File: src/rtl/v2d_div_stage.sv
// One registered stage of a restoring unsigned divider, one quotient bit per stage.
// Depends on nothing but its parameters.
`timescale 1ns / 1ps
module v2d_div_stage #(
  parameter int unsigned NumW = 64,
  parameter int unsigned DenW = 64,
  parameter int unsigned PayW = 8
) (
  input  logic            clk_i,
  input  logic            en_i,
  input  logic [DenW:0]   rem_i,
  input  logic [NumW-1:0] num_i,
  input  logic [DenW-1:0] den_i,
  input  logic [PayW-1:0] pay_i,
  output logic [DenW:0]   rem_o,
  output logic [NumW-1:0] num_o,
  output logic [DenW-1:0] den_o,
  output logic [PayW-1:0] pay_o
);
  logic [DenW+1:0] shf_w;
  logic [DenW+1:0] dif_w;
  logic [DenW:0]   rem_d;
  logic [NumW-1:0] num_d;

  always_comb begin
    shf_w = {rem_i, num_i[NumW-1]};
    dif_w = shf_w - {2'b00, den_i};
    num_d = num_i << 1;
    if (!dif_w[DenW+1]) begin
      rem_d    = dif_w[DenW:0];
      num_d[0] = 1'b1;
    end else begin
      rem_d    = shf_w[DenW:0];
    end
  end

  always_ff @(posedge clk_i) begin
    if (en_i) begin
      rem_o <= rem_d;
      num_o <= num_d;
      den_o <= den_i;
      pay_o <= pay_i;
    end
  end
endmodule

File: config.mk
export PLATFORM = sky130hd
export DESIGN_NAME = v2d_div_stage
export DESIGN_NICKNAME = d
export VERILOG_FILES = /design/src/rtl/v2d_div_stage.sv
export SDC_FILE = /design/constraint.sdc
export NUM_CORES = 1
export LEC_CHECK = 0
export BUFFER_PORTS_ARGS = -buffer_cell sky130_fd_sc_hd__buf_2
export CAP_MARGIN = 20
export CELL_PAD_IN_SITES_DETAIL_PLACEMENT = 0
export CELL_PAD_IN_SITES_GLOBAL_PLACEMENT = 2
export CORE_MARGIN = 2
export CORE_UTILIZATION = 30
export CTS_CLUSTER_DIAMETER = 200
export DETAILED_ROUTE_END_ITERATION = 6
export PLACE_DENSITY = 0.89
export SETUP_SLACK_MARGIN = 0.05
export SYNTH_ARGS = -nofsm -noshare
export SYNTH_HDL_FRONTEND = slang
export SYNTH_SLANG_ARGS = --single-unit
File: constraint.sdc
create_clock -name clk_i -period 6.9 [get_ports clk_i]
set_input_delay 0.69 -clock clk_i [delete_from_list [all_inputs] [get_ports clk_i]]
set_output_delay 0.69 -clock clk_i [all_outputs]
set_load 0.05 [all_outputs]
---- Yosys cells after proc, flatten, opt, wreduce, memory -nomap -nowiden ----
Index checks and enable logic that the tools add are counted.
word-level totals
  flip-flop bits (word level) ............. 201
  input bits .............................. 203
operators by class
  add/sub/neg operators ................... 1
  muxes and demuxes ....................... 2
operators by type and width
  cell              count
  $sub A66 B64 Y66  1
  $mux W65          1
  $mux W1           1

---- Depth between registers and ports, before layout ----
Gate-level depths: netlist of the first run.
  depth after elaboration ................. 2
  depth in mapped cells ................... 15

---- Worst setup path after synthesis of the first run ----
OpenSTA, ideal clock, no wires.
  path type ............................... input -> register
  start point ............................. in num_i[63]
  end point ............................... reg rem_o[60] (data pin)
  library setup time ...................... 0.260 ns
  data arrival time ....................... 3.491 ns
  data required time ...................... 6.640 ns
  slack ................................... 3.149 ns
  cell stages on the path ................. 13
  path buffers ............................ 0
  cells stage by stage .................... inv_1 ha_1 fa_1 nor2b_1 o211ai_1 a21boi_0 a21oi_1 o21ba_2 o31a_1 o31ai_1 a21boi_0 xnor2_1 mux2_2
on the way
  longest elaborated chain between the ends .. 2
ends and longest elaborated chain
  item                  line  source
  from (decl)           12    input logic [NumW-1:0] num_i,
  $sub A66 B64 Y66      27    dif_w = shf_w - {2'b00, den_i};
  $mux W65              29    if (!dif_w[DenW+1]) begin
  net rem_d[60]         22    logic [DenW:0] rem_d;
  to (signal assigned)  39    rem_o <= rem_d;
  to (decl)             15    output logic [DenW:0] rem_o,
The timed path passes the listed nets, and every way through them passes these cells.
A chain may end at the register's enable or synchronous reset.

---- Worst setup path in the final report of the first run ----
Same ends and word-level chain as after synthesis.

==> run summary, run 1 <==
Clock-pin slew was measured on the worst setup and hold paths at 0.06 ns. The most critical setup path has its startpoint at num_i[63]. Entering global routing, the biggest net connects 71 pins.

The critical-path maximum fanout works out to 4. The number of enable flip-flop cells after synthesis is 201. The number of antenna violations at the first check in global routing came out at 5. For this run, design rule violations remaining after detail routing come to 0. The peak ir drop on the vdd network is 0.000190 V. Once layout is done, the placed cells without fillers occupy 14400 sq um. The wire length of the first global-routing pass was 49000 microns.

The main combinational cell family by area after synthesis is compound AO/OA/AOI/OAI gates. The layout cell share with drive strength beyond 1 is 37.4%, and the proportion of register bits with asynchronous set or reset after synthesis is 0%. For the number of global-route vias before repair, the log shows 8878. For this design the ratio of total power to cell area is 284 nW/um^2. The number of levels in the clock H-tree was 1; the number of maximum-capacitance violations was 0.

The logs give 0 for the setup-violating endpoint count in the final report and 404 for the total I/O pin count. The run finished with clean final reports. The tools report the number of buffers added by the clock tree synthesis step as 24. The post-detailed-route wirelength per cell works out to 17.7 microns.

Row generation in the floorplan step produced 70 rows. TritonCTS built the clock tree. STA puts the critical path data required time at 7.18 ns. The clock net in this run drives a total of 201 sinks. The floorplan step set the die width to 195 microns. The area used by multi-input combinational logic was 4460 sq um. The run gives 233 MHz as the maximum achievable frequency.

Wires add up to 32300 microns. The first detailed-routing pass took 5 iterations. The mapped netlist covers 11000 sq um. In this run the worst setup path terminates at rem_o[60]$_DFFE_PP_.

The number of different library cells in the post-synthesis netlist is 56. Multiplexer share of the synthesized area: 6.04%. The peak per-stage delay on the critical path came out at 0.60 ns. In this run the post-CTS setup repair buffer count came out at 0. The run gives 4080 uW as the total power draw. The most numerous cell on the critical path was sky130_fd_sc_hd__a21boi_0. The critical path contains buffers and inverters numbering 2 combined. The worst setup path is launched from a primary input. Compound-cell area share of the yosys netlist: 13.6%. The average vias per placed instance works out to 4.79.

Once detailed placement completed, the half-perimeter wirelength came to 25600 microns. The overall via count from detail_route was 8732; the post-synth net total was 1199. After floorplanning, the core was sized to cover 36300 sq um. Summing the areas of all and, or, nand and nor instances in the mapped netlist gives 8.78% of the synthesized area. The worst setup path is of the primary input to flop kind.

The most used flip-flop cell after synthesis was sky130_fd_sc_hd__edfxtp_1. The logs give 0 for the count of instances resized after the clock tree is built and 931 for the number of standard cells after synthesis. The number of warning messages in the yosys log is 0. The root cell of the clock tree was sky130_fd_sc_hd__clkbuf_16. Global routing consumed, over all layers together, 16.4% of the routing resources. The placed instances occupy a cell area of 13500 sq um. For the die outline area, the log shows 38100 sq um.

The fill cell instance count of the final layout was 3582; the post-route fraction of the period consumed by the critical path was 62.1%. The average cell area after synthesis was 11.8 sq um; the time the worst path needs with I/O delays and setup was 4.28 ns. For the number of hold violations in the final report, the log shows 0. On the critical path, the stage with the largest delay is an instance of sky130_fd_sc_hd__o31ai_1.

The tools report the total negative slack for setup checks as 0 ns. Port buffering added 403 buffers. Summing the sequential cell areas from Yosys gives 55.1% of the chip area. The count of nets left with antenna violations once routing finished came out at 0. Registers take 6040 sq um. The leakage power figure is 0.00635 uW. The number of register bits inferred by synthesis was 201. The congestion estimate from routability-driven global placement came to 0.777. The final layout contains 1602 nets. Compared with the post-synthesis result, the final layout area differs by 31.0%. Nature of the critical path endpoint: a flop. The detailed router finished its first iteration with 487 violations. Counting buffers and inverters, the worst setup path is 14 cells deep. In this run, post-CTS hold repair placed 0 buffers. At the pin with the least slew margin, the transition time is 0.931 ns. Traced cell by cell, the critical path runs through buf_2, inv_1, ha_1, fa_1, nor2b_1, o211ai_1, a21boi_0, a21oi_1, o21ba_2, o31a_1, o31ai_1, a21boi_0, xnor2_1, mux2_2. Hold timing on the final database bottoms out at a slack of 0.328 ns.

The cell class contributing the biggest share of worst-path delay is compound AO/OA/AOI/OAI gates. Counting along the longest clock path gives a buffer depth of 3. Die outline height: 195 microns. Relative slew slack: 36.3%. The min-delay analysis places its worst path in the category primary input to flop.

After global routing the overflow that remains totals 0. The adder-cell area share of the yosys netlist came out at 7.49%. For this configuration, the core starts out at a cell density of 30.2%. For the number of pins exceeding their max-slew limit in the final report, the log shows 0.

For the worst setup path, the data arrival time is 4.57 ns. Setup repair after global routing left no endpoint under its margin. After Yosys synthesis, XOR and XNOR cells account for 4.71% of the synthesized area.
-- cell families (layout without fill, tap and decap cells) --
logic type	Yosys count	after routing
other cells	0	3
fa+ha+maj	65	65
xor+xnor	59	59
buf+inv	118	539
flops	201	201
compound gates	235	235
simple gates	194	194
mux	59	59
-- synthesized netlist by cell type (14+ instances only) --
cell type / number / area (sq um)
sky130_fd_sc_hd__xor2_1: 22 / 193
sky130_fd_sc_hd__xnor2_1: 37 / 324
sky130_fd_sc_hd__nor2_1: 36 / 135
sky130_fd_sc_hd__nand2_1: 61 / 229
sky130_fd_sc_hd__a21o_1: 33 / 248
sky130_fd_sc_hd__edfxtp_1: 201 / 6040
sky130_fd_sc_hd__inv_1: 87 / 327
sky130_fd_sc_hd__ha_1: 64 / 801
sky130_fd_sc_hd__clkbuf_1: 21 / 78.8
sky130_fd_sc_hd__o21ai_0: 38 / 190
sky130_fd_sc_hd__nor3_1: 14 / 70.1
sky130_fd_sc_hd__mux2_2: 50 / 563
sky130_fd_sc_hd__a21oi_1: 78 / 390
sky130_fd_sc_hd__nand3_1: 25 / 125
-- per-layer routing --
layer / vias to the layer above / share of wire, % / routed length [microns] / global-route usage (%)
li1: 4261 / - / - / -
met1: 4121 / 42 / 13700 / 20.6
met2: 299 / 48 / 15500 / 27.8
met3: 47 / 7.2 / 2320 / 3.80
met4: 4 / 2.5 / 798 / 5.23
met5: - / 0.065 / 21 / 0
-- flip-flops by register name, summed over array words and instances, names as in the netlist --
register	flops
pay_o	8
num_o	64
den_o	64
rem_o	65
-- layout make-up --
| type | instances | share of cell area (%) |
|---|---|---|
| diodes | 3 | 0.0523 |
| clock buffers | 27 | 4.26 |
| repair buffers | 408 | 14.4 |
| multi-input cells | 612 | 31.1 |
| flip-flops and latches | 201 | 42.0 |
| clock inverters | 17 | 1.82 |
| well taps | 468 | 4.08 |
| inverters | 87 | 2.27 |
-- power by group --
group          switching [uW]  leakage, uW  internal (uW)
Clock                     516     0.000429            870
Combinational             824      0.00396            347
Sequential               29.7      0.00197           1500
Total                    1370      0.00635           2710
-- stage by stage --
step | std cells | utilization (%) | setup slack [ns]
after detailed placement | 1776 | 37.2 | 1.96
final | 1823 | 39.6 | 2.62
after CTS | 1820 | 39.6 | 2.50
after global routing | 1822 | 39.6 | 2.27
after floorplan | 931 | - | 3.15
after global placement | 1776 | 37.2 | 1.99
-- how the worst min path moves through the flow --
stage	startpoint	end	slack, ns	depth (start not counted)
CTS	num_i[10]	num_o[11]$_DFFE_PP_	0.30	1
detailed placement	num_i[48]	num_o[49]$_DFFE_PP_	0.87	1
finish	num_i[8]	num_o[9]$_DFFE_PP_	0.33	1
global placement	num_i[5]	num_o[6]$_DFFE_PP_	0.87	1
global route	num_i[48]	num_o[49]$_DFFE_PP_	0.29	1
floorplan	den_i[0]	den_o[0]$_DFFE_PP_	0.79	0
-- layout by cell type, fill, tap and decap left out, types with 6 or more instances in the layout --
cell / netlist / layout
sky130_fd_sc_hd__nand2_1: 61 / 61
sky130_fd_sc_hd__nand2b_1: 6 / 6
sky130_fd_sc_hd__nor2_1: 36 / 36
sky130_fd_sc_hd__nor3_1: 14 / 14
sky130_fd_sc_hd__clkbuf_16: 0 / 24
sky130_fd_sc_hd__buf_2: 4 / 402
sky130_fd_sc_hd__a31oi_1: 10 / 10
sky130_fd_sc_hd__mux2_2: 50 / 50
sky130_fd_sc_hd__o21ai_0: 38 / 38
sky130_fd_sc_hd__xnor2_1: 37 / 37
sky130_fd_sc_hd__and3_1: 9 / 9
sky130_fd_sc_hd__a21o_1: 33 / 33
sky130_fd_sc_hd__o21a_1: 7 / 7
sky130_fd_sc_hd__nand4_1: 7 / 7
sky130_fd_sc_hd__bufinv_16: 0 / 6
sky130_fd_sc_hd__nand3_1: 25 / 25
sky130_fd_sc_hd__a211oi_1: 6 / 6
sky130_fd_sc_hd__inv_1: 87 / 87
sky130_fd_sc_hd__ha_1: 64 / 64
sky130_fd_sc_hd__nor2b_1: 8 / 8
sky130_fd_sc_hd__edfxtp_1: 201 / 201
sky130_fd_sc_hd__mux2_1: 7 / 7
sky130_fd_sc_hd__xor2_1: 22 / 22
sky130_fd_sc_hd__o211ai_1: 11 / 11
sky130_fd_sc_hd__a21oi_1: 78 / 78
sky130_fd_sc_hd__o21bai_1: 13 / 13
No activity file was read; power rests on OpenSTA's default activity.
==> run 2, diff against run 1 <==
- CORE_UTILIZATION: 30 -> 28
- PLACE_DENSITY: 0.89 -> 0.88
- clock period: 6.9 -> 3.69 ns (I/O delays scaled with it)
==> run summary, run 2 (synthesis gave the netlist of run 1 again) <==
The nature of the critical path endpoint was a flop (unchanged). The run gives 3.96 ns (was 7.18 ns) as the required time at the endpoint of the critical path. The die outline area is 40700 sq um (was 38100 sq um), and the number of antenna violations at the first check in global routing is 6 (was 5). The final core utilization is 40.2% (was 39.6%), and the width of the die is 202 microns (was 195 microns).

The count of input and output buffers is 403 (unchanged). The arrival time of data at the critical path endpoint was 3.58 ns (was 4.57 ns); the critical-path maximum fanout was 5 (was 4). Cell-by-cell listing of the critical path: dlygate4sd3_1, buf_2, inv_1, ha_1, and2_1, nand3_1, nor3_1, o21ai_0, buf_4, a21oi_1, o21ai_0, buf_4, o22ai_1, a31o_2, xor2_1, mux2_2 (was buf_2, inv_1, ha_1, fa_1, nor2b_1, o211ai_1, a21boi_0, a21oi_1, o21ba_2, o31a_1, o31ai_1, a21boi_0, xnor2_1, mux2_2). The number of flip-flops under the largest register name was 65 (unchanged).

Most common library cell in the layout ignoring fill and taps: sky130_fd_sc_hd__buf_2 (unchanged). The number of maximum-capacitance violations was 0 (unchanged); the peak ir drop on the vdd network was 0.000333 V (was 0.000190 V). The slowest stage cell on the critical path was sky130_fd_sc_hd__dlygate4sd3_1 (was sky130_fd_sc_hd__o31ai_1). The peak per-stage delay on the critical path was 0.52 ns (was 0.60 ns).

The number of buffers added by the clock tree synthesis step was 24 (unchanged). The number of core rows is 72 (was 70). Category of the worst setup path launch point: a primary input (unchanged).

The die outline height was 202 microns (was 195 microns). The logs give 2004 (was 1823) for the final standard cell count with taps included and fillers excluded and 0 (unchanged) for the global route total overflow. The post-route fraction of the period consumed by the critical path was 89.7%. For the area of the core region, the log shows 38600 sq um (was 36300 sq um).

Biggest registers after layout: rem_o: 65 flops, den_o: 64 flops, num_o: 64 flops (unchanged). Half-perimeter wire length of the detailed placement result: 27300 microns (was 25600 microns). The startpoint-to-endpoint class of the critical path is primary input to flop (unchanged). Count of antenna-violating nets left after detailed routing: 0 (unchanged).

The worst path in the final design needs a cycle of 3.31 ns, including I/O delays and setup. The number of hold violations in the final report was 0 (unchanged); the slew of the pin with the lowest slew margin was 0.921 ns (was 0.931 ns). The TritonCTS sink count was 201 (unchanged); the number of cells in the design after placement was 1894 (was 1776). Setup repair after global routing left no endpoint under its margin. The synthesis-to-finish area growth works out to 41.7% (was 31.0%).

Cell class contributing the biggest share of worst-path delay: compound AO/OA/AOI/OAI gates (unchanged). TritonCTS built the clock tree. The class of the tightest hold or removal check is primary input to flop (unchanged).

For the count of unresolved DRC violations after routing, the log shows 0 (unchanged). Final weighted congestion in routability-driven placement: 0.829 (was 0.777). The overall via count from detail_route came out at 9252 (was 8732). The tools report the wire length of the first global-routing pass as 52300 microns (was 49000 microns). The tools report the number of pins exceeding their max-slew limit in the final report as 0 (unchanged). Post-detailed-route wirelength per cell: 17.3 microns (was 17.7 microns). The run gives 3 (unchanged) as the maximum root-to-sink buffer count. The register containing the most flip-flops in the final layout is rem_o (unchanged). The final layout net count was 1733 (was 1602); the overall fraction of global-route tracks in use was 16.3% (was 16.4%). The number of global-route vias before repair was 9544 (was 8878). Total iterations of the first detailed-routing run: 5 (unchanged). The tools report the root cell of the clock tree as sky130_fd_sc_hd__clkbuf_16 (unchanged). The layout cell share with drive strength beyond 1 was 38.7% (was 37.4%).

Most frequent cells in the layout: 402 x sky130_fd_sc_hd__buf_2, 201 x sky130_fd_sc_hd__edfxtp_1, 87 x sky130_fd_sc_hd__inv_1, 78 x sky130_fd_sc_hd__a21oi_1, 67 x sky130_fd_sc_hd__buf_4 (was 402 x sky130_fd_sc_hd__buf_2, 201 x sky130_fd_sc_hd__edfxtp_1, 87 x sky130_fd_sc_hd__inv_1, 78 x sky130_fd_sc_hd__a21oi_1, 64 x sky130_fd_sc_hd__ha_1). The detailed router's first-iteration violation count came out at 406 (was 487). The run finished with clean final reports. The initial cell density of the core was 28.4% (was 30.2%); the setup-violating endpoint count in the final report was 0 (unchanged). The power density over the cells came out at 485 nW/um^2 (was 284 nW/um^2). The detailed-route wire length is 34600 microns (was 32300 microns), and the number of levels in the clock H-tree is 1 (unchanged). The relative slew slack is 38.6% (was 36.3%), and the leakage power figure is 0.00691 uW (was 0.00635 uW). The clock-pin slew on the worst setup and hold paths is 0.06 ns (about the same).

The run gives 404 (unchanged) as the total I/O pin count. The count of buffer and inverter cells on the critical path is 5 (was 2), and the maximum achievable frequency is 302 MHz. The average vias per placed instance is 4.62 (was 4.79). The logs give 0.0285 ns (was 0.328 ns) for the worst hold slack and 104 (was 71) for the maximum number of pins on one net before global-route repair.
run 2: per-layer routing:
metal / global-route usage (%) / vias up / share of wire [%]
li1: - / 4531 / -
met1: 20.3 / 4360 / 42
met2: 28.0 / 314 / 48
met3: 3.74 / 41 / 6.7
met4: 4.67 / 6 / 2.5
met5: 0 / - / 0.10
run 2: path summary, 6_finish.rpt:
| check | start | endpoint | slack (ns) | cells after the start |
|---|---|---|---|---|
| worst max-delay path | den_i[12] | rem_o[55]$_DFFE_PP_ | 0.38 | 16 |
| worst min-delay path | num_i[40] | num_o[41]$_DFFE_PP_ | 0.03 | 1 |
run 2: layout make-up:
| class | count | area (sq um) |
|---|---|---|
| antenna | 4 | 10.0 |
| inverter | 87 | 327 |
| sequential | 201 | 6040 |
| multi-input combinational | 612 | 4470 |
| timing repair buffer | 539 | 3280 |
| tap | 518 | 648 |
| fill | 3758 | 23100 |
| clock inverter | 17 | 159 |
| clock buffer | 26 | 608 |
run 2: through the flow:
step | total power (uW) | instance area (sq um) | setup slack [ns] | TNS [ns]
after global routing | 7880 | 15500 | 0.158 | 0
after global placement | 5230 | 14100 | -0.101 | -0.102
final | 7530 | 15500 | 0.381 | 0
after detailed placement | 5230 | 14100 | -0.128 | -0.199
after CTS | 7630 | 15500 | 0.286 | 0
after floorplan | 4490 | 11000 | 0.260 | 0
run 2: where the power goes:
part	switching [uW]	internal (uW)	total [uW]
clock	957	1340	2300
combinational	1580	794	2380
sequential	57.7	2800	2860
total	2600	4930	7530
run 2: what timing repair did:
item / CTS / global route
hold buffers: 63 / 0
setup buffers: 0 / 0
endpoints found under the setup margin: 0 / 1
endpoints found under the hold margin: 63 / 0
resized for setup: 0 / 1
