`src/rtl/v2d_sqrt_stage.sv`:
```
// One registered stage of the restoring integer square root (one root bit per stage).
// Depends on nothing but its parameters.
`timescale 1ns / 1ps
module v2d_sqrt_stage #(
  parameter int unsigned RadW = 128,
  parameter int unsigned Step = 0,
  parameter int unsigned PayW = 8
) (
  input  logic            clk_i,
  input  logic            en_i,
  input  logic [RadW-1:0] rem_i,
  input  logic [RadW-1:0] root_i,
  input  logic [PayW-1:0] pay_i,
  output logic [RadW-1:0] rem_o,
  output logic [RadW-1:0] root_o,
  output logic [PayW-1:0] pay_o
);
  localparam int unsigned BitPos = RadW - 2 - 2 * Step;
  logic [RadW-1:0] bit_w, trial_w, rem_d, root_d;

  always_comb begin
    bit_w   = '0;
    bit_w[BitPos] = 1'b1;
    trial_w = root_i + bit_w;
    if (rem_i >= trial_w) begin
      rem_d  = rem_i - trial_w;
      root_d = (root_i >> 1) + bit_w;
    end else begin
      rem_d  = rem_i;
      root_d = root_i >> 1;
    end
  end

  always_ff @(posedge clk_i) begin
    if (en_i) begin
      rem_o  <= rem_d;
      root_o <= root_d;
      pay_o  <= pay_i;
    end
  end
endmodule

```
`config.mk`:
```
export PLATFORM = sky130hd
export DESIGN_NAME = v2d_sqrt_stage
export DESIGN_NICKNAME = d
export VERILOG_FILES = /design/src/rtl/v2d_sqrt_stage.sv
export SDC_FILE = /design/constraint.sdc
export NUM_CORES = 1
export LEC_CHECK = 0
export BUFFER_PORTS_ARGS = -buffer_cell sky130_fd_sc_hd__buf_2
export CORE_MARGIN = 1
export CORE_UTILIZATION = 30
export DETAILED_ROUTE_END_ITERATION = 16
export PLACE_DENSITY = 0.49
export RECOVER_POWER = 100
export SYNTH_ARGS = -nofsm -noshare
export SYNTH_HDL_FRONTEND = slang
export SYNTH_SLANG_ARGS = --single-unit
```
`constraint.sdc`:
```
create_clock -name clk_i -period 6.5 [get_ports clk_i]
set_input_delay 1.95 -clock clk_i [delete_from_list [all_inputs] [get_ports clk_i]]
set_output_delay 1.95 -clock clk_i [all_outputs]
set_load 0.01 [all_outputs]
```
# == Word-level counts from Yosys, hierarchy flattened ==
# Cells that the tools add are included.
# classes
addsub,3
magnitude_cmp,1
mux,2
# op_table
cell,n
$add 127x127->128 const B,1
$add 128x127->128 const B,1
$ge 128x128->1,1
$mux 128,1
$sub 128x128->128,1
$mux 127,1
# word_totals
regBits,264

# == Logic depth before layout (Yosys ltp) ==
# Gate-level depths: netlist (run 1).
# logic_depth
word_depth,3
ltp_mapped,17
ltp_nobuf,14

# == Least setup slack after synthesis (run 1) ==
# No wires, ideal clock.
# synth_timing
path_type,input -> register
startpoint,in rem_i[0]
endpoint,"reg rem_o[110], data pin"
setup_time_ns,0.262
arrival_ns,4.999
slack_ns,1.239
path_stages,15
path_cell_list,inv_1 -> ha_1 -> fa_1 -> nand2b_1 -> a211oi_2 -> o2111ai_2 -> a2111oi_2 -> o31a_1 -> o21bai_2 -> or3b_1 -> o31a_1 -> o22ai_4 -> buf_6 -> buf_4 -> mux2_1
# synth_via
elab_chain_cells,2
word_cells_on_any_way,3
cone_classes,1 x add/sub; 1 x order compare; 1 x mux
# synth_lines
element,line_no,text
from (decl),11,"input logic [RadW-1:0] rem_i,"
$sub 128x128->128 / $ge 128x128->1 (equally long branches),"26, 25",
$mux 128 (*),25,if (rem_i >= trial_w) begin
net rem_d[110],19,"logic [RadW-1:0] bit_w, trial_w, rem_d, root_d;"
to (signal assigned),36,rem_o <= rem_d;
to (decl),14,"output logic [RadW-1:0] rem_o,"
# Mark *: on every way through the listed nets, which the timed path passes. The rest lies on a longest branch.
# A chain may end at the register's enable or synchronous reset.

# == Worst setup path in the final report (run 1) ==
# layout_timing
startpoint,in rem_i[0]
endpoint,"reg rem_o[66], data pin"
# Same word-level chain as after synthesis.

==> results of run 1 <==
area by class of cell:
class	count	area [sq um]	share of cell area [%]
clock buffer	43	948	4.23
clock inverter	18	171	0.765
inverter	171	642	2.87
sequential	264	7930	35.4
tap	782	978	4.37
antenna	1	2.50	0.0112
timing repair buffer	547	2360	10.5
multi-input combinational	1509	9370	41.8
kinds of logic after synthesis:
group,after synthesis
xor gates and xnor gates,124
adders and majority gates,129
DFF,264
buffers and inverters,268
AOI/OAI and AO/OA,661
muxes,8
and+or+nand+nor,587
power breakdown:
part           switching [mW]  internal (mW)
logic                    1.05          0.549
registers              0.0587           2.13
clock network           0.762           1.15
total                    1.87           3.84
flip-flops by register name, indices dropped and copies added (netlist names):
| signal | count |
|---|---|
| root_o | 128 |
| rem_o | 128 |
| pay_o | 8 |
routing by layer:
layer	GRT usage, %	routed length [um]
met1	27.5	30200
met2	34.7	31500
met3	4.32	4320
met4	5.38	1410
met5	0	61
per-stage QoR:
stage	power [mW]	hold slack [ns]	area [sq um]
after global routing	6.01	1.56	22400
after CTS	5.86	1.55	22900
after floorplan	3.24	2.05	18400
final	5.71	1.59	22400
after detailed placement	3.91	2.13	21800
after global placement	3.90	2.13	21800
layout by cell type, fill, tap and decap left out, types with 17 or more instances in the layout:
master and n:
xor2_1 55, o21a_1 17, o21ai_0 214, nor3_1 28, a31oi_1 18, nand4_1 74
o21bai_1 43, inv_1 171, buf_2 166, a21oi_1 201, nor2_1 139, edfxtp_1 264
clkbuf_16 37, xnor2_1 69, clkbuf_1 368, nand2_1 270, ha_1 128, nand3_1 17
o31ai_1 17, a21o_1 64
path summary, 6_finish.rpt:
check	end	slack (ns)	start	cells after the start
max	rem_o[66]$_DFFE_PP_	0.32	rem_i[0]	16
min	root_o[19]$_DFFE_PP_	1.59	root_i[20]	1
==> flow_summary.toml, run 1 <==
[run]
cap_violations = 3

[sta]
worst_slack_ns = 0.324
rsz0062_at_grt = "no"
min_period_ns = 6.18
timing.final.crit_share_pct = 95.0
fmax_mhz = 162
setup_violations = 0
slew_viol_final = 269
setup-tns-final_ns = 0
hold_violations = 0
slew_headroom_pct = -98.4
tightest_slew_ns = 2.98

[setup_path]
cp_max_fo = 3
crit_required_ns = 6.81
crit_arrival_ns = 6.48
crit_chain = "buf_2 -> inv_1 -> ha_1 -> fa_1 -> nand2b_1 -> a211oi_1 -> o21ai_0 -> a21boi_1 -> o21ai_0 -> a2111oi_0 -> buf_4 -> o211ai_1 -> a21boi_0 -> o21ai_0 -> and3_1 -> o31ai_1"
crit_top_cell = "o21ai_0"
cp_num_buf_inv = 3
endpoint_kind = "register"
critPathMaxStageDelay_ns = 0.88
critPathTopFamily = "compound AO/OA/AOI/OAI gates"
cp-start-kind = "primary input"
path_class = "primary input to register"
cpMaxStageDelayCell = "a2111oi_0"

[logic_synthesis]
synthCells = 2041
synth_area_leader_cell = "edfxtp_1"
synth.net_count = 2436
synth_area_leaders = "edfxtp_1, ha_1, nand2_1, a21oi_1, o21ai_0"
netlist_top_cells_count = "nand2_1, edfxtp_1, a21oi_1"
synthArstFlopShare_pct = 0
synth_top_family_by_area = "compound AO/OA/AOI/OAI gates"
synth-simple-area-share_pct = 14.2
netlist.area_leader.share_pct = 43.0
ys_seq_elements = 264
synth_edf_count = 264
synth.most_common_cell = "nand2_1"
synthMuxAreaShare_pct = 0.475
synth_cell_types = 71
syn_avg_cell_area_sq_um = 9.03
syn_area_sq_um = 18400
synth_compound_area_share_pct = 21.6
ys_seq_area_share_pct = 43.0
synth-main-ff-cell = "edfxtp_1"
yosysWarnings = 0
synthAdderAreaFrac_pct = 8.80
synth_xor_area_share_pct = 5.89

[clock_network]
postCtsHoldBufs = 0
cts_tree = "built"
post_cts_buffers = 0
cts-root-buf = "clkbuf_16"
clk_pin_slew_ns = 0.06
htreeDepth = 2
cts_buffer_depth = 3
cts_sinks = 264
cts_resized = 0
numCtsBuffers = 34

[floorplanning]
dieArea_sq_um = 62500
io_pins = 530
fp.dieW_um = 250
start_util_pct = 30.4
core_sq_um = 60600
rows = 90
die_h_um = 250

[worst_hold_path]
min_path_type = "primary input to register"

[placement]
dpl.hpwl_um = 55500
portBuffers = 529
dpl.cell_count = 3273
dp_slack_ns = 0.261
routabilityCongestion = 0.867

[route]
via_count = 17100
drt_iter0_drc = 1031
drtAntennaViolNets = 0
routed_via_density = 5.12
dr.pass1.iters = 5
remaining_drc_errors = 0
wl_um = 67500
wire_per_inst_um = 20.2

[cells_and_area]
area_growth_pct = 21.5
fin_nets = 2922
stdcell_count = 3335
fin_util_pct = 37.0
drive_above_1_share_pct = 9.95
n_fill_cell = 6478

[grt]
grt_antenna_before_repair = 8
grt_max_degree = 114
overflow = 0
grt_pass1_wl_um = 101000
groute.usage.overall_pct = 20.9
grt_pass1_vias = 17100

[power_and_ir_drop]
power.density_nw_per_um2 = 255
vdd_ir_drop_max_v = 0.000188
leakagePower_nw = 9.09

[status]
violations = "capacitance limit, slew limit"
status = "complete, but fails checks"
Power figures use the tool's default switching activity.
==> run 2: changes to the inputs <==
--- a/config.mk
+++ b/config.mk
@@ -5,11 +5,12 @@
 export SDC_FILE = /design/constraint.sdc
 export NUM_CORES = 1
 export LEC_CHECK = 0
+export ABC_AREA = 1
 export BUFFER_PORTS_ARGS = -buffer_cell sky130_fd_sc_hd__buf_2
 export CORE_MARGIN = 1
 export CORE_UTILIZATION = 30
 export DETAILED_ROUTE_END_ITERATION = 16
-export PLACE_DENSITY = 0.49
+export PLACE_DENSITY = 0.47
 export RECOVER_POWER = 100
 export SYNTH_ARGS = -nofsm -noshare
 export SYNTH_HDL_FRONTEND = slang
==> flow_summary.toml, run 2 <==
[cells_and_area]
largestRegisters = "rem_o x128, root_o x128, pay_o x8"
n_fill_cell = 9324
stdcell_count = 5617
final_common_cell = "nand2_1"
fin_nets = 4937
final_cell_mix = "nand2_1, inv_1, clkbuf_1"
drive_above_1_share_pct = 5.93
fin_util_pct = 36.0
area_growth_pct = 18.2
antenna_cells = 0
fin_area_sq_um = 28600

[worst_hold_path]
min_path_type = "primary input to register"
min-delay-start = "root_i[31]"

[placement]
dp_slack_ns = 1.17
dpl-instance-area_sq_um = 28000
dpl.cell_count = 5559
dpl.hpwl_um = 99700
routabilityCongestion = 1.01
portBuffers = 529

[setup_path]
cp-start-kind = "primary input"
endpoint_kind = "register"
path_class = "primary input to register"
crit_arrival_ns = 5.98
crit_required_ns = 6.99
cp_max_fo = 31
critPathLaunch = "root_i[49]"

[power_and_ir_drop]
vdd_ir_drop_max_v = 0.000188
power.density_nw_per_um2 = 213
leakagePower_nw = 16.3
power_mw = 6.08

[logic_synthesis]
synth_edf_count = 264
synth_area_leader_cell = "edfxtp_1"
synth-main-ff-cell = "edfxtp_1"
ys_seq_area_share_pct = 32.8
synth_area_leaders = "edfxtp_1, nand2_1, inv_1, ha_1, nor2_1"
ys_seq_elements = 264
netlist_top_cells_count = "nand2_1, inv_1, nor2_1"
yosysWarnings = 0
synth_cell_types = 29
syn_area_sq_um = 24200
synth.net_count = 4396
netlist.area_leader.share_pct = 32.8
syn_avg_cell_area_sq_um = 6.04
synthArstFlopShare_pct = 0
synth.most_common_cell = "nand2_1"
synthCells = 4001

[run]
cap_violations = 1

[route]
wire_per_inst_um = 20.4
drt_iter0_drc = 1985
wl_um = 115000
via_count = 25200
routed_via_density = 4.50
dr.pass1.iters = 6
drtAntennaViolNets = 0
remaining_drc_errors = 0

[floorplanning]
fp.dieW_um = 286
start_util_pct = 30.5
io_pins = 530
rows = 103
core_sq_um = 79400
die_h_um = 286
dieArea_sq_um = 81700

[clock_network]
htreeDepth = 1
cts-root-buf = "clkbuf_16"
post_cts_buffers = 0
cts_tree = "built"
numCtsBuffers = 31
postCtsHoldBufs = 0
cts_resized = 0
cts_buffer_depth = 3
clk_pin_slew_ns = 0.06
cts_sinks = 264

[sta]
setup_violations = 0
slew_headroom_pct = -187
hold_violations = 0
rsz0062_at_grt = "no"
setup-tns-final_ns = 0
hold_slack_ns = 1.51
min_period_ns = 5.49
fmax_mhz = 182
timing.final.crit_share_pct = 84.4
worst_slack_ns = 1.01
tightest_slew_ns = 4.30
slew_viol_final = 89

[grt]
grt_max_degree = 94
groute.usage.overall_pct = 27.4
grt_pass1_wl_um = 164000
overflow = 0
grt_pass1_vias = 24900
grt_antenna_before_repair = 0

[status]
status = "complete, but fails checks"
violations = "capacitance limit, slew limit"
==> run 2: cell count changes after synthesis, moves of 32 or more <==
| cell | previous run | this run |
|---|---|---|
| nand4_1 | 74 | 34 |
| xnor2_1 | 69 | 1 |
| a21oi_1 | 201 | 95 |
| o21bai_1 | 42 | 10 |
| nor2_1 | 139 | 283 |
| nand3_1 | 17 | 189 |
| o21ai_0 | 136 | 12 |
| inv_1 | 171 | 994 |
| o21ai_1 | 89 | 1 |
| nand2_1 | 270 | 1830 |
| a21o_1 | 64 | 0 |
| clkbuf_1 | 67 | 0 |
==> run 2: final timing paths <==
check | to | slack (ns) | depth (start not counted)
min | root_o[30]$_DFFE_PP_ | 1.51 | 1
max | rem_o[105]$_DFFE_PP_ | 1.01 | 16
==> run 2: area by class of cell <==
type / instances / area, sq um / area share (%)
Tap cell: 1050 / 1310 / 4.60
Clock inverter: 26 / 239 / 0.836
Multi-Input combinational cell: 2703 / 12200 / 42.8
Inverter: 1006 / 3780 / 13.2
Timing Repair Buffer: 536 / 2310 / 8.07
Clock buffer: 32 / 779 / 2.73
Sequential cell: 264 / 7930 / 27.7
==> run 2: logic make-up (layout without fill, tap and decap cells) <==
| kind of cell | after synthesis | after routing | share of synthesized area, % |
|---|---|---|---|
| buffers and inverters | 1034 | 1600 | 16.6 |
| XOR/XNOR | 63 | 63 | 2.28 |
| adder cells (fa/ha/maj) | 129 | 129 | 6.71 |
| AND/OR/NAND/NOR | 2392 | 2392 | 39.0 |
| AO/OA/AOI/OAI | 119 | 119 | 2.58 |
| flip-flops | 264 | 264 | 32.8 |
==> run 2: report_power, final <==
group | total (mW) | leakage (nW) | switching (mW) | internal [mW]
Sequential | 2.19 | 2.58 | 0.0583 | 2.13
Combinational | 2.10 | 13.2 | 1.51 | 0.591
Clock | 1.79 | 0.499 | 0.760 | 1.03
Total | 6.08 | 16.3 | 2.33 | 3.75
==> run 2: critical path, stage by stage <==
cell and delay [ns]:
clkbuf_1 0.17, inv_1 0.07, ha_1 0.35, nand2_1 0.11
nor2_1 0.26, nand2_1 0.21, nor2_4 0.24, inv_1 0.08
nor2_1 0.23, nand4_1 0.18, nand3_1 0.16, nand2_1 0.10
nand2_4 0.43, clkbuf_1 1.02, nand3_1 0.25, nand2_1 0.14
==> run 2: routing by layer <==
| layer | vias up | wire length (um) | GRT usage (%) |
|---|---|---|---|
| met5 | - | 0 | 0 |
| met1 | 11500 | 53800 | 38.0 |
| met4 | 0 | 1930 | 5.00 |
| met2 | 693 | 51800 | 45.1 |
| li1 | 13000 | - | - |
| met3 | 74 | 6970 | 4.15 |
==> run 3: changes to the inputs <==
--- a/config.mk
+++ b/config.mk
@@ -5,12 +5,12 @@
 export SDC_FILE = /design/constraint.sdc
 export NUM_CORES = 1
 export LEC_CHECK = 0
-export ABC_AREA = 1
+export ABC_AREA = 0
 export BUFFER_PORTS_ARGS = -buffer_cell sky130_fd_sc_hd__buf_2
 export CORE_MARGIN = 1
 export CORE_UTILIZATION = 30
 export DETAILED_ROUTE_END_ITERATION = 16
-export PLACE_DENSITY = 0.47
+export PLACE_DENSITY = 0.51
 export RECOVER_POWER = 100
 export SYNTH_ARGS = -nofsm -noshare
 export SYNTH_HDL_FRONTEND = slang
==> constraint.sdc (replaced) <==
create_clock -name clk_i -period 4.8 [get_ports clk_i]
set_input_delay 1.44 -clock clk_i [delete_from_list [all_inputs] [get_ports clk_i]]
set_output_delay 1.44 -clock clk_i [all_outputs]
set_load 0.01 [all_outputs]
==> flow_summary.toml, run 3 (same netlist as run 1, synthesis figures left out) <==
[floorplanning]
fp.dieW_um = 250
core_sq_um = 60600
start_util_pct = 30.4
die_h_um = 250
rows = 90
dieArea_sq_um = 62500
io_pins = 530

[placement]
dpl-instance-area_sq_um = 23900
portBuffers = 529
routabilityCongestion = 0.918
dpl.hpwl_um = 57200
dp_slack_ns = -0.700
dpl.cell_count = 3548

[clock_network]
cts_tree = "built"
cts-root-buf = "clkbuf_16"
clk_pin_slew_ns = 0.06
cts_buffer_depth = 3
post_cts_buffers = 0
numCtsBuffers = 34
postCtsHoldBufs = 0
htreeDepth = 2
cts_sinks = 264

[setup_path]
path_class = "primary input to register"
cpMaxStageDelayCell = "o21ai_0"
critPathLaunch = "rem_i[0]"
crit_required_ns = 5.11
cp_max_fo = 3
cp_num_buf_inv = 3
worstSetupEndpoint = "rem_o[108]$_DFFE_PP_"
crit_arrival_ns = 4.96
critPathTopFamily = "compound AO/OA/AOI/OAI gates"
cp_num_cells = 16
crit_chain = "buf_2 -> inv_1 -> ha_1 -> fa_1 -> nand2b_1 -> a211oi_2 -> o2111ai_2 -> a2111oi_4 -> o31a_1 -> o21bai_2 -> or3b_4 -> a221oi_1 -> buf_4 -> o21ai_0 -> xnor2_1 -> o21ai_1"
critPathMaxStageDelay_ns = 0.43
cp-start-kind = "primary input"
endpoint_kind = "register"

[sta]
min_period_ns = 4.66
timing.final.crit_share_pct = 97.0
slew_viol_final = 111
tightest_slew_ns = 3.06
worst_slack_ns = 0.143
hold_violations = 0
fmax_mhz = 215
setup-tns-final_ns = 0
setup_violations = 0
hold_slack_ns = 1.07
slew_headroom_pct = -104

[route]
routedLengthMet1_um = 31200
dr.pass1.iters = 5
wire_per_inst_um = 19.0
wl_met2_um = 32300
routed_via_density = 5.00
drt_iter0_drc = 1080
via_count = 18000
remaining_drc_errors = 0
wl_um = 68400
highest_layer = "met5"
drtAntennaViolNets = 0
wl_met3_um = 3560

[status]
violations = "capacitance limit, slew limit"
status = "complete, but fails checks"

[grt]
grt_pass1_vias = 17900
overflow = 0
grt_antenna_before_repair = 6
groute.usage.overall_pct = 21.1
grt_max_degree = 113
grt_pass1_wl_um = 103000

[worst_hold_path]
min_path_type = "primary input to register"

[cells_and_area]
fin_area_sq_um = 24600
fin_nets = 3197
fin_util_pct = 40.6
final_common_cell = "clkbuf_1"
n_fill_cell = 6362
area_growth_pct = 33.4
final_cell_mix = "clkbuf_1, buf_4, nand2_1"
drive_above_1_share_pct = 19.5
stdcell_count = 3607
largestRegisters = "rem_o x128, root_o x128, pay_o x8"

[run]
cap_violations = 1

[power_and_ir_drop]
vdd_ir_drop_max_v = 0.000247
power_mw = 8.07
power.density_nw_per_um2 = 328
leakagePower_nw = 10.4
==> run 3: worst min path at each step <==
| stage | start | to | slack (ns) | depth (start not counted) |
|---|---|---|---|---|
| 2_1_floorplan | pay_i[0] | pay_o[0]$_DFFE_PP_ | 1.54 | 0 |
| 3_3_place_gp | pay_i[2] | pay_o[2]$_DFFE_PP_ | 1.62 | 1 |
| 3_5_place_dp | pay_i[3] | pay_o[3]$_DFFE_PP_ | 1.62 | 1 |
| 4_1_cts | pay_i[5] | pay_o[5]$_DFFE_PP_ | 1.04 | 1 |
| 5_1_grt | pay_i[5] | pay_o[5]$_DFFE_PP_ | 1.05 | 1 |
| 6_report | pay_i[5] | pay_o[5]$_DFFE_PP_ | 1.07 | 1 |
==> run 3: report_power, final <==
group / switching (mW) / internal, mW / leakage, nW
registers: 0.0864 / 2.89 / 2.58
clock network: 1.02 / 1.56 / 0.526
logic: 1.51 / 1.01 / 7.34
==> run 3: per-layer routing <==
metal | GRT usage, % | vias up
met5 | 0 | -
met4 | 4.87 | 8
met3 | 3.55 | 69
met2 | 35.7 | 530
met1 | 27.9 | 8521
li1 | - | 8903
==> run 3: area by class of cell <==
type / count / area (sq um) / share of cell area [%]
diodes: 1 / 2.50 / 0.0102
repair buffers: 822 / 4480 / 18.2
inverters: 171 / 642 / 2.61
clock inverters: 12 / 143 / 0.580
clock buffers: 46 / 960 / 3.90
flip-flops and latches: 264 / 7930 / 32.2
well taps: 782 / 978 / 3.98
multi-input cells: 1509 / 9460 / 38.5
==> run 3: what timing repair did <==
action                     CTS  global route
setup endpoints to repair    7            93
gates resized for setup      1            14
hold endpoints to repair     0             0
pin swaps                    0             5
